<file path="config.mk">
export PLATFORM = sky130hd
export DESIGN_NAME = bubble_sort_early_exit
export DESIGN_NICKNAME = d
export VERILOG_FILES = /design/src/design/bse_pkg.sv /design/src/design/bse_ram.sv /design/src/design/bse_cmp.sv /design/src/design/bubble_sort_early_exit.sv
export SDC_FILE = /design/constraint.sdc
export NUM_CORES = 2
export LEC_CHECK = 0
export ABC_AREA = 0
export BUFFER_PORTS_ARGS = -buffer_cell sky130_fd_sc_hd__clkbuf_2
export CAP_MARGIN = 20
export CORE_MARGIN = 2
export CORE_UTILIZATION = 35
export DETAILED_ROUTE_END_ITERATION = 7
export SYNTH_ARGS = -nofsm -noshare
export SYNTH_HDL_FRONTEND = slang
export SYNTH_HIERARCHICAL = 1
export SYNTH_SLANG_ARGS = --single-unit
export TNS_END_PERCENT = 20
</file>
<file path="constraint.sdc">
create_clock -name i_clk -period 9.9 [get_ports i_clk]
set_clock_uncertainty 0.2 [all_clocks]
set_input_delay 0.495 -clock i_clk [delete_from_list [all_inputs] [get_ports i_clk]]
set_output_delay 0.495 -clock i_clk [all_outputs]
set_load 0.01 [all_outputs]
</file>
<file path="src/design/bse_pkg.sv">
// shared constants for the bubble sort block
`default_nettype none

package bse_pkg;

    localparam int MAX_ITEMS = 64;
    localparam int DW        = 32;
    localparam int AW        = $clog2(MAX_ITEMS);
    localparam int CW        = $clog2(MAX_ITEMS + 1);

endpackage

`default_nettype wire

</file>
<file path="src/design/bse_ram.sv">
// generic single-write, single-read ram with registered read data
`default_nettype none

module bse_ram #(
    parameter int WIDTH = 32,
    parameter int DEPTH = 64
) (
    input  wire logic                     i_clk,
    input  wire logic                     i_we,
    input  wire logic [$clog2(DEPTH)-1:0] i_waddr,
    input  wire logic [WIDTH-1:0]         i_wdata,
    input  wire logic [$clog2(DEPTH)-1:0] i_raddr,
    output logic      [WIDTH-1:0]         o_rdata
);

    logic [WIDTH-1:0] r_mem [DEPTH];

    always_ff @(posedge i_clk) begin
        if (i_we) begin
            r_mem[i_waddr] <= i_wdata;
        end
        o_rdata <= r_mem[i_raddr];
    end

endmodule

`default_nettype wire

</file>
<file path="src/design/bse_cmp.sv">
// compare-and-route unit: keeps the larger value, passes the smaller one down
`default_nettype none

module bse_cmp (
    input  wire logic signed [bse_pkg::DW-1:0] i_carry,
    input  wire logic signed [bse_pkg::DW-1:0] i_next,
    output logic                               o_swap,
    output logic signed      [bse_pkg::DW-1:0] o_low,
    output logic signed      [bse_pkg::DW-1:0] o_high
);

    // carried value greater than the next entry means a swap in this step
    assign o_swap = i_carry > i_next;
    assign o_low  = o_swap ? i_next  : i_carry;
    assign o_high = o_swap ? i_carry : i_next;

endmodule

`default_nettype wire

</file>
<file path="src/design/bubble_sort_early_exit.sv">
// top level of the bubble sort block with early exit
//
// usage
//   - present i_value and i_last with start high; a transaction is taken at a
//     rising edge where start is high and busy is low
//   - values are stored in arrival order; values beyond 64 are dropped and
//     the set is flagged as overflowed
//   - a transaction with i_last high ends the set: busy rises and the block
//     sorts the stored values ascending (signed), then streams them out
//   - each result shows on o_value_res / o_last_res / o_overflowed for one
//     cycle with o_valid high; the receiver cannot stall the stream
//   - o_last_res marks the final sorted value; busy drops in the cycle after it
// timing
//   - loading: one value per cycle while busy is low, no wait between values
//   - each bubble pass over len entries runs through one compare unit fed
//     by the single read port of the store ram
//   - up to n - 1 passes, fewer when a pass makes no swap
// reset
//   - i_rst_n low clears the set count, the overflow flag and the sequencer;
//     store contents are not cleared and need no clearing pass
`default_nettype none

module bubble_sort_early_exit (
    input  wire logic                               i_clk,
    input  wire logic                               i_rst_n,
    input  wire logic                               start,
    output logic                                    busy,
    input  wire logic signed [bse_pkg::DW-1:0]      i_value,
    input  wire logic                               i_last,
    output logic                                    o_valid,
    output logic signed      [bse_pkg::DW-1:0]      o_value_res,
    output logic                                    o_last_res,
    output logic                                    o_overflowed
);

    // sequencer states, one-hot
    typedef enum logic [5:0] {
        S_LOAD  = 6'b000001,  // idle, taking values
        S_FIRST = 6'b000010,  // read entry 0 for the first pass
        S_LOADC = 6'b000100,  // entry 0 arrives into the carry register
        S_PASS  = 6'b001000,  // compare carry with next entry, write smaller down
        S_TAIL  = 6'b010000,  // write the carried maximum at the end of the pass
        S_EMIT  = 6'b100000   // stream sorted entries out
    } t_state;

    t_state r_state, n_state;

    logic [bse_pkg::CW-1:0] r_count, n_count;  // values held in this set
    logic                   r_dropped, n_dropped;
    logic [bse_pkg::CW-1:0] r_len, n_len;      // length of the current pass
    logic [bse_pkg::CW-1:0] r_idx, n_idx;      // next read address
    logic signed [bse_pkg::DW-1:0] r_carry, n_carry;
    logic                   r_swp, n_swp;      // any swap in the current pass
    logic                   r_ovld, n_ovld;
    logic                   r_olast, n_olast;
    logic                   r_done, n_done;    // final result is on the ports

    // ram ports
    logic                          w_we;
    logic [bse_pkg::AW-1:0]        w_waddr;
    logic [bse_pkg::DW-1:0]        w_wdata;
    logic [bse_pkg::AW-1:0]        w_raddr;
    logic [bse_pkg::DW-1:0]        w_rdata;

    // compare unit
    logic                          w_swap;
    logic signed [bse_pkg::DW-1:0] w_low;
    logic signed [bse_pkg::DW-1:0] w_high;

    logic                          w_take;
    logic                          w_room;
    logic [bse_pkg::CW-1:0]        w_wr_k;     // write-back address in a pass
    logic [bse_pkg::CW-1:0]        w_tail_k;
    logic [bse_pkg::CW-1:0]        w_cnt_m1;

    assign busy     = (r_state != S_LOAD) || r_done;
    assign w_take   = start && !busy;
    assign w_room   = r_count < bse_pkg::CW'(bse_pkg::MAX_ITEMS);
    assign w_wr_k   = r_idx - bse_pkg::CW'(2);
    assign w_tail_k = r_len - bse_pkg::CW'(1);
    assign w_cnt_m1 = r_count - bse_pkg::CW'(1);

    bse_ram #(
        .WIDTH (bse_pkg::DW),
        .DEPTH (bse_pkg::MAX_ITEMS)
    ) u_store (
        .i_clk   (i_clk),
        .i_we    (w_we),
        .i_waddr (w_waddr),
        .i_wdata (w_wdata),
        .i_raddr (w_raddr),
        .o_rdata (w_rdata)
    );

    bse_cmp u_cmp (
        .i_carry (r_carry),
        .i_next  (w_rdata),
        .o_swap  (w_swap),
        .o_low   (w_low),
        .o_high  (w_high)
    );

    // read address: entry 0 at the start of a pass, otherwise the walking index
    assign w_raddr = (r_state == S_FIRST || r_state == S_TAIL) ?
                     '0 : r_idx[bse_pkg::AW-1:0];

    always_comb begin
        n_state   = r_state;
        n_count   = r_count;
        n_dropped = r_dropped;
        n_len     = r_len;
        n_idx     = r_idx;
        n_carry   = r_carry;
        n_swp     = r_swp;
        n_ovld    = 1'b0;
        n_olast   = 1'b0;
        n_done    = 1'b0;
        w_we      = 1'b0;
        w_waddr   = r_count[bse_pkg::AW-1:0];
        w_wdata   = i_value;

        unique case (r_state)
            S_LOAD: begin
                if (r_done) begin
                    // final result leaves now, set bookkeeping restarts
                    n_count   = '0;
                    n_dropped = 1'b0;
                end else if (w_take) begin
                    if (w_room) begin
                        w_we    = 1'b1;
                        n_count = r_count + bse_pkg::CW'(1);
                    end else begin
                        n_dropped = 1'b1;
                    end
                    if (i_last) begin
                        n_len = n_count;
                        n_idx = '0;
                        if (n_count >= bse_pkg::CW'(2)) begin
                            n_state = S_FIRST;
                        end else begin
                            n_state = S_EMIT;
                        end
                    end
                end
            end
            S_FIRST: begin
                n_idx   = bse_pkg::CW'(1);
                n_state = S_LOADC;
            end
            S_LOADC: begin
                n_carry = w_rdata;
                n_swp   = 1'b0;
                n_idx   = r_idx + bse_pkg::CW'(1);
                n_state = S_PASS;
            end
            S_PASS: begin
                w_we    = 1'b1;
                w_waddr = w_wr_k[bse_pkg::AW-1:0];
                w_wdata = w_low;
                n_carry = w_high;
                n_swp   = r_swp || w_swap;
                if (r_idx == r_len) begin
                    n_state = S_TAIL;
                end else begin
                    n_idx = r_idx + bse_pkg::CW'(1);
                end
            end
            S_TAIL: begin
                w_we    = 1'b1;
                w_waddr = w_tail_k[bse_pkg::AW-1:0];
                w_wdata = r_carry;
                // early exit when a pass made no swap or nothing is left to sort
                if (r_swp && w_tail_k >= bse_pkg::CW'(2)) begin
                    n_len   = w_tail_k;
                    n_idx   = bse_pkg::CW'(1);
                    n_state = S_LOADC;
                end else begin
                    n_idx   = '0;
                    n_state = S_EMIT;
                end
            end
            S_EMIT: begin
                n_ovld  = 1'b1;
                n_olast = (r_idx == w_cnt_m1);
                n_idx   = r_idx + bse_pkg::CW'(1);
                if (r_idx == w_cnt_m1) begin
                    n_done  = 1'b1;
                    n_state = S_LOAD;
                end
            end
            default: begin
                n_state = S_LOAD;
            end
        endcase
    end

    always_ff @(posedge i_clk) begin
        if (!i_rst_n) begin
            r_state   <= S_LOAD;
            r_count   <= '0;
            r_dropped <= 1'b0;
            r_ovld    <= 1'b0;
            r_olast   <= 1'b0;
            r_done    <= 1'b0;
        end else begin
            r_state   <= n_state;
            r_count   <= n_count;
            r_dropped <= n_dropped;
            r_ovld    <= n_ovld;
            r_olast   <= n_olast;
            r_done    <= n_done;
        end
    end

    // datapath registers, no reset needed
    always_ff @(posedge i_clk) begin
        r_len   <= n_len;
        r_idx   <= n_idx;
        r_carry <= n_carry;
        r_swp   <= n_swp;
    end

    // ram read data is already registered and lines up with the strobe
    assign o_valid      = r_ovld;
    assign o_value_res  = w_rdata;
    assign o_last_res   = r_olast;
    assign o_overflowed = r_dropped;

    // results only stream while emitting or in the cycle of the final result
    a_valid_in_emit: assert property (@(posedge i_clk) disable iff (!i_rst_n)
        r_ovld |-> (r_state == S_EMIT || r_done))
        else $error("result strobe outside emit");

    // the final result ends the set and the block is free in the cycle after it
    a_free_after_last: assert property (@(posedge i_clk) disable iff (!i_rst_n)
        (o_valid && o_last_res) |=> !busy)
        else $error("block still busy after final result");

    // a pass never runs with fewer than two entries
    a_pass_len: assert property (@(posedge i_clk) disable iff (!i_rst_n)
        (r_state == S_PASS || r_state == S_LOADC) |-> r_len >= bse_pkg::CW'(2))
        else $error("bubble pass shorter than two entries");

    // the set count never passes the store size
    a_count_cap: assert property (@(posedge i_clk) disable iff (!i_rst_n)
        r_count <= bse_pkg::CW'(bse_pkg::MAX_ITEMS))
        else $error("set count beyond store size");

endmodule

`default_nettype wire

</file>
# Word level (Yosys, flattened, before mapping)

Memory sizes are Yosys's and may differ from the RTL's. A register that Yosys moved wholly into a read port is not among the register bits.
Cells that the tools add are included.

Add/subtract/negate cells: 5
Magnitude comparators: 4
Reductions and logical operators: 19
Multiplexer cells: 43
Eq/ne operators: 18

Operator list:

| cell                | count |
|---|---|
| $pmux 32 s2         | 2 |
| $mux 7              | 14 |
| $mux 32             | 2 |
| $mux 6              | 8 |
| $pmux 6 s6          | 1 |
| $pmux 7 s5          | 1 |
| $gt 32x32->1        | 1 |
| $ne 2x2->1 const B  | 8 |
| $reduce_and 5->1    | 3 |
| $add 7x1->7 const B | 2 |
| $eq 7x7->1          | 2 |
| $ge 7x2->1 const B  | 2 |
| $pmux 7 s2          | 1 |
| $sub 7x1->7 const B | 2 |
| $pmux 6 s2          | 1 |
| $mux 1              | 11 |
| $lt 7x7->1 const B  | 1 |
| $eq 6x1->1 const B  | 1 |
| $eq 6x2->1 const B  | 1 |
| $eq 6x3->1 const B  | 1 |
| $eq 6x4->1 const B  | 1 |
| $eq 6x5->1 const B  | 1 |
| $eq 6x6->1 const B  | 1 |
| $ne 6x1->1 const B  | 1 |
| other kinds (11)    | 20 |

Output and inout bits: 36
RAM bits: 2048
Flip-flop bits (word level): 64
Bits of input ports: 36
Memories kept: 1

Memory list:

| memory        | depth | bits a word | rd ports | clocked after memory_dff | wr ports | line          | source |
|---|---|---|---|---|---|---|---|
| u_store.r_mem | 64    | 32          | 1        | 1                        | 1        | bse_ram.sv:16 | `logic [WIDTH-1:0] r_mem [DEPTH];` |

# Logic depth before layout (Yosys ltp)

Word-level depth: 13
Depth in mapped cells: 14
Gate-level depth less buffers: 10

# By module

Netlist, hierarchy kept.

Modules (own cells, without submodules):

| module                 | sequential area each (sq um) | area each (sq um) | instances | cells an instance |
|---|---|---|---|---|
| bse_ram                | 62139.6                      | 78515.3           | 1         | 3324 |
| bse_cmp                | 0.0                          | 4533.1            | 1         | 723 |
| bubble_sort_early_exit | 1731.7                       | 4095.2            | 1         | 506 |

# Least setup slack after synthesis

No wires, ideal clock.

Path kind: register -> register
From: register r_state[5]
To: memory u_store.r_mem[48][0] (enable)
Slack: 4.991 ns
Clock period less this slack: 4.909 ns
Library setup time: 0.461 ns
Cell stages (with the launch flop): 12
Data arrival time: 4.248 ns
Required time: 9.239 ns
Cell sequence: dfxtp_1 > nor4_1 > and2_1 > clkbuf_1 > nor2_1 > clkbuf_1 > nand2_1 > o211ai_1 > clkbuf_1 > nor2b_1 > nand4b_1 > nor3_1

Elaborated cells between the ends (all ways): 14

RTL lines:

| what                                            | line                          | source |
|---|---|---|
| start: declaration                              | bubble_sort_early_exit.sv:46  | `t_state r_state, n_state;` |
| start signal: assignment                        | bubble_sort_early_exit.sv:206 | `r_state <= n_state;` |
| $eq 6x5->1 / $eq 6x4->1 (equally long branches) | bubble_sort_early_exit.sv:122 | `unique case (r_state)` |
| $pmux 6 s2 (*)                                  | bubble_sort_early_exit.sv:122 |  |
| named net w_waddr (one bit)                     | bubble_sort_early_exit.sv:60  | `logic [bse_pkg::AW-1:0] w_waddr;` |
| end: declaration                                | bse_ram.sv:16                 |  |

The timed path passes the listed nets; every way through them passes the cells marked *.

# Worst setup path in the final report

From: register u_store.o_rdata[31], read port of u_store.r_mem
To: memory u_store.r_mem[1][14] (data pin)

Longest elaborated chain between the ends: 3

Ends and longest elaborated chain:

| what                        | line                          | source |
|---|---|---|
| start: declaration          | bse_ram.sv:13                 | `output logic [WIDTH-1:0] o_rdata` |
| $gt 32x32->1                | bse_cmp.sv:13                 | `assign o_swap = i_carry > i_next;` |
| $mux 32                     | bse_cmp.sv:14                 | `assign o_low = o_swap ? i_next : i_carry;` |
| named net w_low (one bit)   | bubble_sort_early_exit.sv:67  | `logic signed [bse_pkg::DW-1:0] w_low;` |
| $pmux 32 s2                 | bubble_sort_early_exit.sv:122 |  |
| named net w_wdata (one bit) | bubble_sort_early_exit.sv:61  | `logic [bse_pkg::DW-1:0] w_wdata;` |

The timed path passes the listed nets, and every way through them passes these cells.

==> flow_metrics.env <==
export IMPL_outcome="finished, final reports clean"
export IMPL_r2r_cells=13
export IMPL_placed_cells=7786
export IMPL_crit_required_ns=10.25
export IMPL_ant_nets=0
export IMPL_htree_levels=4
export IMPL_drive_gt1_share_pct=25.2
export IMPL_synth_ff_type="edfxtp_1"
export IMPL_crit_type="flip-flop to flip-flop"
export IMPL_portBuffers=71
export IMPL_yosysMostFrequentCell="edfxtp_1"
export IMPL_cp_end_kind="flip-flop"
export IMPL_cp_endpoint="u_store/r_mem[1][14]$_DFFE_PP_"
export IMPL_numCtsBuffers=204
export IMPL_synth_area_per_cell_um2=19.1
export IMPL_cp_top_family="buffers and inverters"
export IMPL_holdBufCountCts=3
export IMPL_critPathBufInv=5
export IMPL_r2r_slack_ns=3.87
export IMPL_clk_latency_ns=0.86
export IMPL_arrival_ns=6.38
export IMPL_rows=183
export IMPL_coreArea_um2=248000
export IMPL_ys_types=65
export IMPL_synth_nets=4628
export IMPL_grt_pass1_wl_um=330000
export IMPL_syn_inst=4553
export IMPL_slew_viol_final=0
export IMPL_grtUsageTotal_pct=18.0
export IMPL_fmaxAchievable_ghz=0.166
export IMPL_max_cap_violations=0
export IMPL_cts_sinks=2143
export IMPL_initial_core_util_pct=35.1
export IMPL_reg2reg_to="u_store/r_mem[1][14]$_DFFE_PP_"
export IMPL_yosysTopAreaCellShare_pct=72.2
export IMPL_synth_commonest_cells="edfxtp_1 (2095), mux4_2 (544), nand2_1 (338)"
export IMPL_yosysTopAreaCell="edfxtp_1"
export IMPL_synth_area_leaders="edfxtp_1 (72%), mux4_2 (14%), nand2_1 (1.5%)"
export IMPL_overflow=0
export IMPL_slew_headroom_pct=27.5
export IMPL_hold_start="i_value[8]"
export IMPL_synth_seq_area_share_pct=73.3
export IMPL_worst_pin_slew_ns=1.09
export IMPL_cts_tree="done"
export IMPL_cp_cell_sequence="inv_1 > ha_4 > buf_4 > clkinv_2 > a21oi_1 > a211oi_4 > and2_4 > buf_4 > a31oi_1 > nand4b_1 > a22oi_1 > nand2_2 > buf_12"
export IMPL_die_h_um=503
export IMPL_wire_per_inst_um=28.2
export IMPL_critPathMaxFanout=71
export IMPL_cp_depth=13
export IMPL_rsz0062_at_grt="false"
export IMPL_wirelength_um=231000
export IMPL_crit_slowest_cell="clkinv_2"
export IMPL_firstDrtPassIters=6
export IMPL_p_per_area_nw_per_um2=281
export IMPL_grt_start_max_net_pins=88
export IMPL_timing_final_crit_period_ns=6.03
export IMPL_power_leakage_nw=30.7
export IMPL_area_delta_synth_final_pct=13.3
export IMPL_io_pins=72
export IMPL_cts_resized=0
export IMPL_cpMostUsedCell="buf_4"
export IMPL_hold_viol_final=0
export IMPL_cp_start_kind="flip-flop"
export IMPL_clk_pin_slew_ns=0.06
export IMPL_synth_edf_count=2095
export IMPL_drc=0
export IMPL_grt_pass1_vias=45300
export IMPL_syn_area_um2=87100
export IMPL_vias_per_cell=5.67
export IMPL_dieArea_um2=253000
export IMPL_ir_worst_vdd_mv=0.246
export IMPL_drtIter0Drc=6403
export IMPL_root_buffer="clkbuf_16"
export IMPL_finalSetupViolCount=0
export IMPL_dr_total_vias=46400
export IMPL_cpPeakStageDelay_ns=0.90
export IMPL_gp_congestion=0.809
export IMPL_post_cts_buffers=0
export IMPL_r2r_start="u_store/o_rdata[31]$_DFF_P_"
export IMPL_synth_seq_cells=2143
export IMPL_num_nets_final=4750
export IMPL_crit_start="u_store/o_rdata[31]$_DFF_P_"
export IMPL_dpl_hpwl_um=125000
export IMPL_chipWidth_um=503
export IMPL_layoutNonFillerInstCount=8182
export IMPL_hold_path_class="primary input to flip-flop"
export IMPL_antenna_found_initial=3
export IMPL_ctsLongestPathBuffers=3
export IMPL_post_route_util_pct=39.8
export IMPL_setup_tns_ns=0
export IMPL_synth_async_reset_ratio_pct=0
export IMPL_yosys_warnings=6
export IMPL_post_route_period_util_pct=61.0
[state kept, by name (all words and copies together) (netlist names)]
register,flops
r_state,6
r_carry,32
r_count,7
o_last_res,1
o_valid,1
r_swp,1
u_store/r_mem,2048
u_store/o_rdata,32
r_len,7
r_idx,7
o_overflowed,1
[worst register-to-register path, stage by stage, from the launching register on]
cell and delay, ns:
dfxtp_1 0.48, inv_1 0.13, ha_4 0.58, buf_4 0.54, clkinv_2 0.93, a21oi_1 0.58
a211oi_4 0.06, and2_4 0.36, buf_4 0.50, a31oi_1 0.35, nand4b_1 0.14, a22oi_1 0.20
nand2_2 0.35, buf_12 0.33
[cell families (layout without fill, tap and decap cells)]
kind of cell | after synthesis | count (layout) | share of synthesized area [%]
flip-flops | 2143 | 2143 | 73.3
multiplexers | 638 | 638 | 15.1
AO/OA/AOI/OAI | 506 | 506 | 4.23
buffers and inverters | 351 | 647 | 1.82
AND/OR/NAND/NOR | 844 | 844 | 4.63
XOR/XNOR | 32 | 32 | 0.322
other | 0 | 3 | 0
adder cells (fa/ha/maj) | 39 | 39 | 0.560
[report_power, final]
group          internal (mW)  leakage [nW]  switching (mW)
logic                   3.63          8.25            5.67
clock network           4.28          3.15            3.32
registers               10.5          19.3           0.369
[final cells by class]
class / instances / area [um2]
clock buffer: 257 / 5360
multi-input combinational: 2059 / 22300
timing repair buffer: 226 / 1750
fill: 22100 / 149000
inverter: 41 / 155
tap: 3330 / 4170
clock inverter: 123 / 1110
antenna: 3 / 7.51
sequential: 2143 / 63900
[cell usage in the layout (no fill, tap or decap), drive strengths merged, types with 5 or more instances in the layout]
cell type | Yosys | layout
a21oi | 88 | 88
a22oi | 111 | 111
a311oi | 9 | 9
a31oi | 68 | 68
and2 | 8 | 8
and3 | 13 | 13
buf | 145 | 152
bufinv | 0 | 17
clkbuf | 165 | 328
clkinv | 1 | 91
clkinvlp | 0 | 5
dfxtp | 48 | 48
edfxtp | 2095 | 2095
ha | 39 | 39
inv | 40 | 51
mux2i | 94 | 94
mux4 | 544 | 544
nand2 | 338 | 338
nand2b | 15 | 15
nand3 | 15 | 15
nand3b | 6 | 6
nand4 | 76 | 76
nand4b | 67 | 67
nor2 | 234 | 234
nor2b | 29 | 29
nor3 | 12 | 12
o211ai | 69 | 69
o21ai | 15 | 15
o221ai | 29 | 29
o22ai | 84 | 84
or3 | 10 | 10
or3b | 5 | 5
xnor2 | 20 | 20
xor2 | 12 | 12
[metal layers]
layer | wire length [um] | share of wire, % | vias to the layer above | GRT usage [%]
met3 | 19800 | 8.6 | 276 | 3.38
met1 | 98300 | 43 | 24900 | 26.1
met2 | 105000 | 45 | 2194 | 27.4
met5 | 0 | 0 | - | 0
li1 | - | - | 19100 | -
met4 | 7830 | 3.4 | 0 | 5.86
[metrics by stage]
stage	instance area (um2)	total power, mW	hold slack [ns]	setup slack [ns]
4_1_cts	98600	27.9	0.230	3.75
3_5_place_dp	92100	20.3	0.354	3.78
6_report	98800	27.7	0.0275	3.87
3_3_place_gp	92000	20.2	0.337	3.98
5_1_grt	98800	28.8	0.0385	3.67
2_1_floorplan	87100	17.0	0.354	4.99
[worst min path at each step]
| stage | endpoint | slack (ns) | cells after the start |
|---|---|---|---|
| floorplan | r_state[3]$_SDFFE_PN0P_ | 0.35 | 2 |
| global placement | o_overflowed$_SDFFE_PN0P_ | 0.34 | 2 |
| detailed placement | o_overflowed$_SDFFE_PN0P_ | 0.35 | 2 |
| CTS | o_valid$_SDFF_PN0_ | 0.23 | 3 |
| global route | u_store/r_mem[18][8]$_DFFE_PP_ | 0.04 | 3 |
| finish | u_store/r_mem[18][8]$_DFFE_PP_ | 0.03 | 3 |
Power figures use the tool's default switching activity.
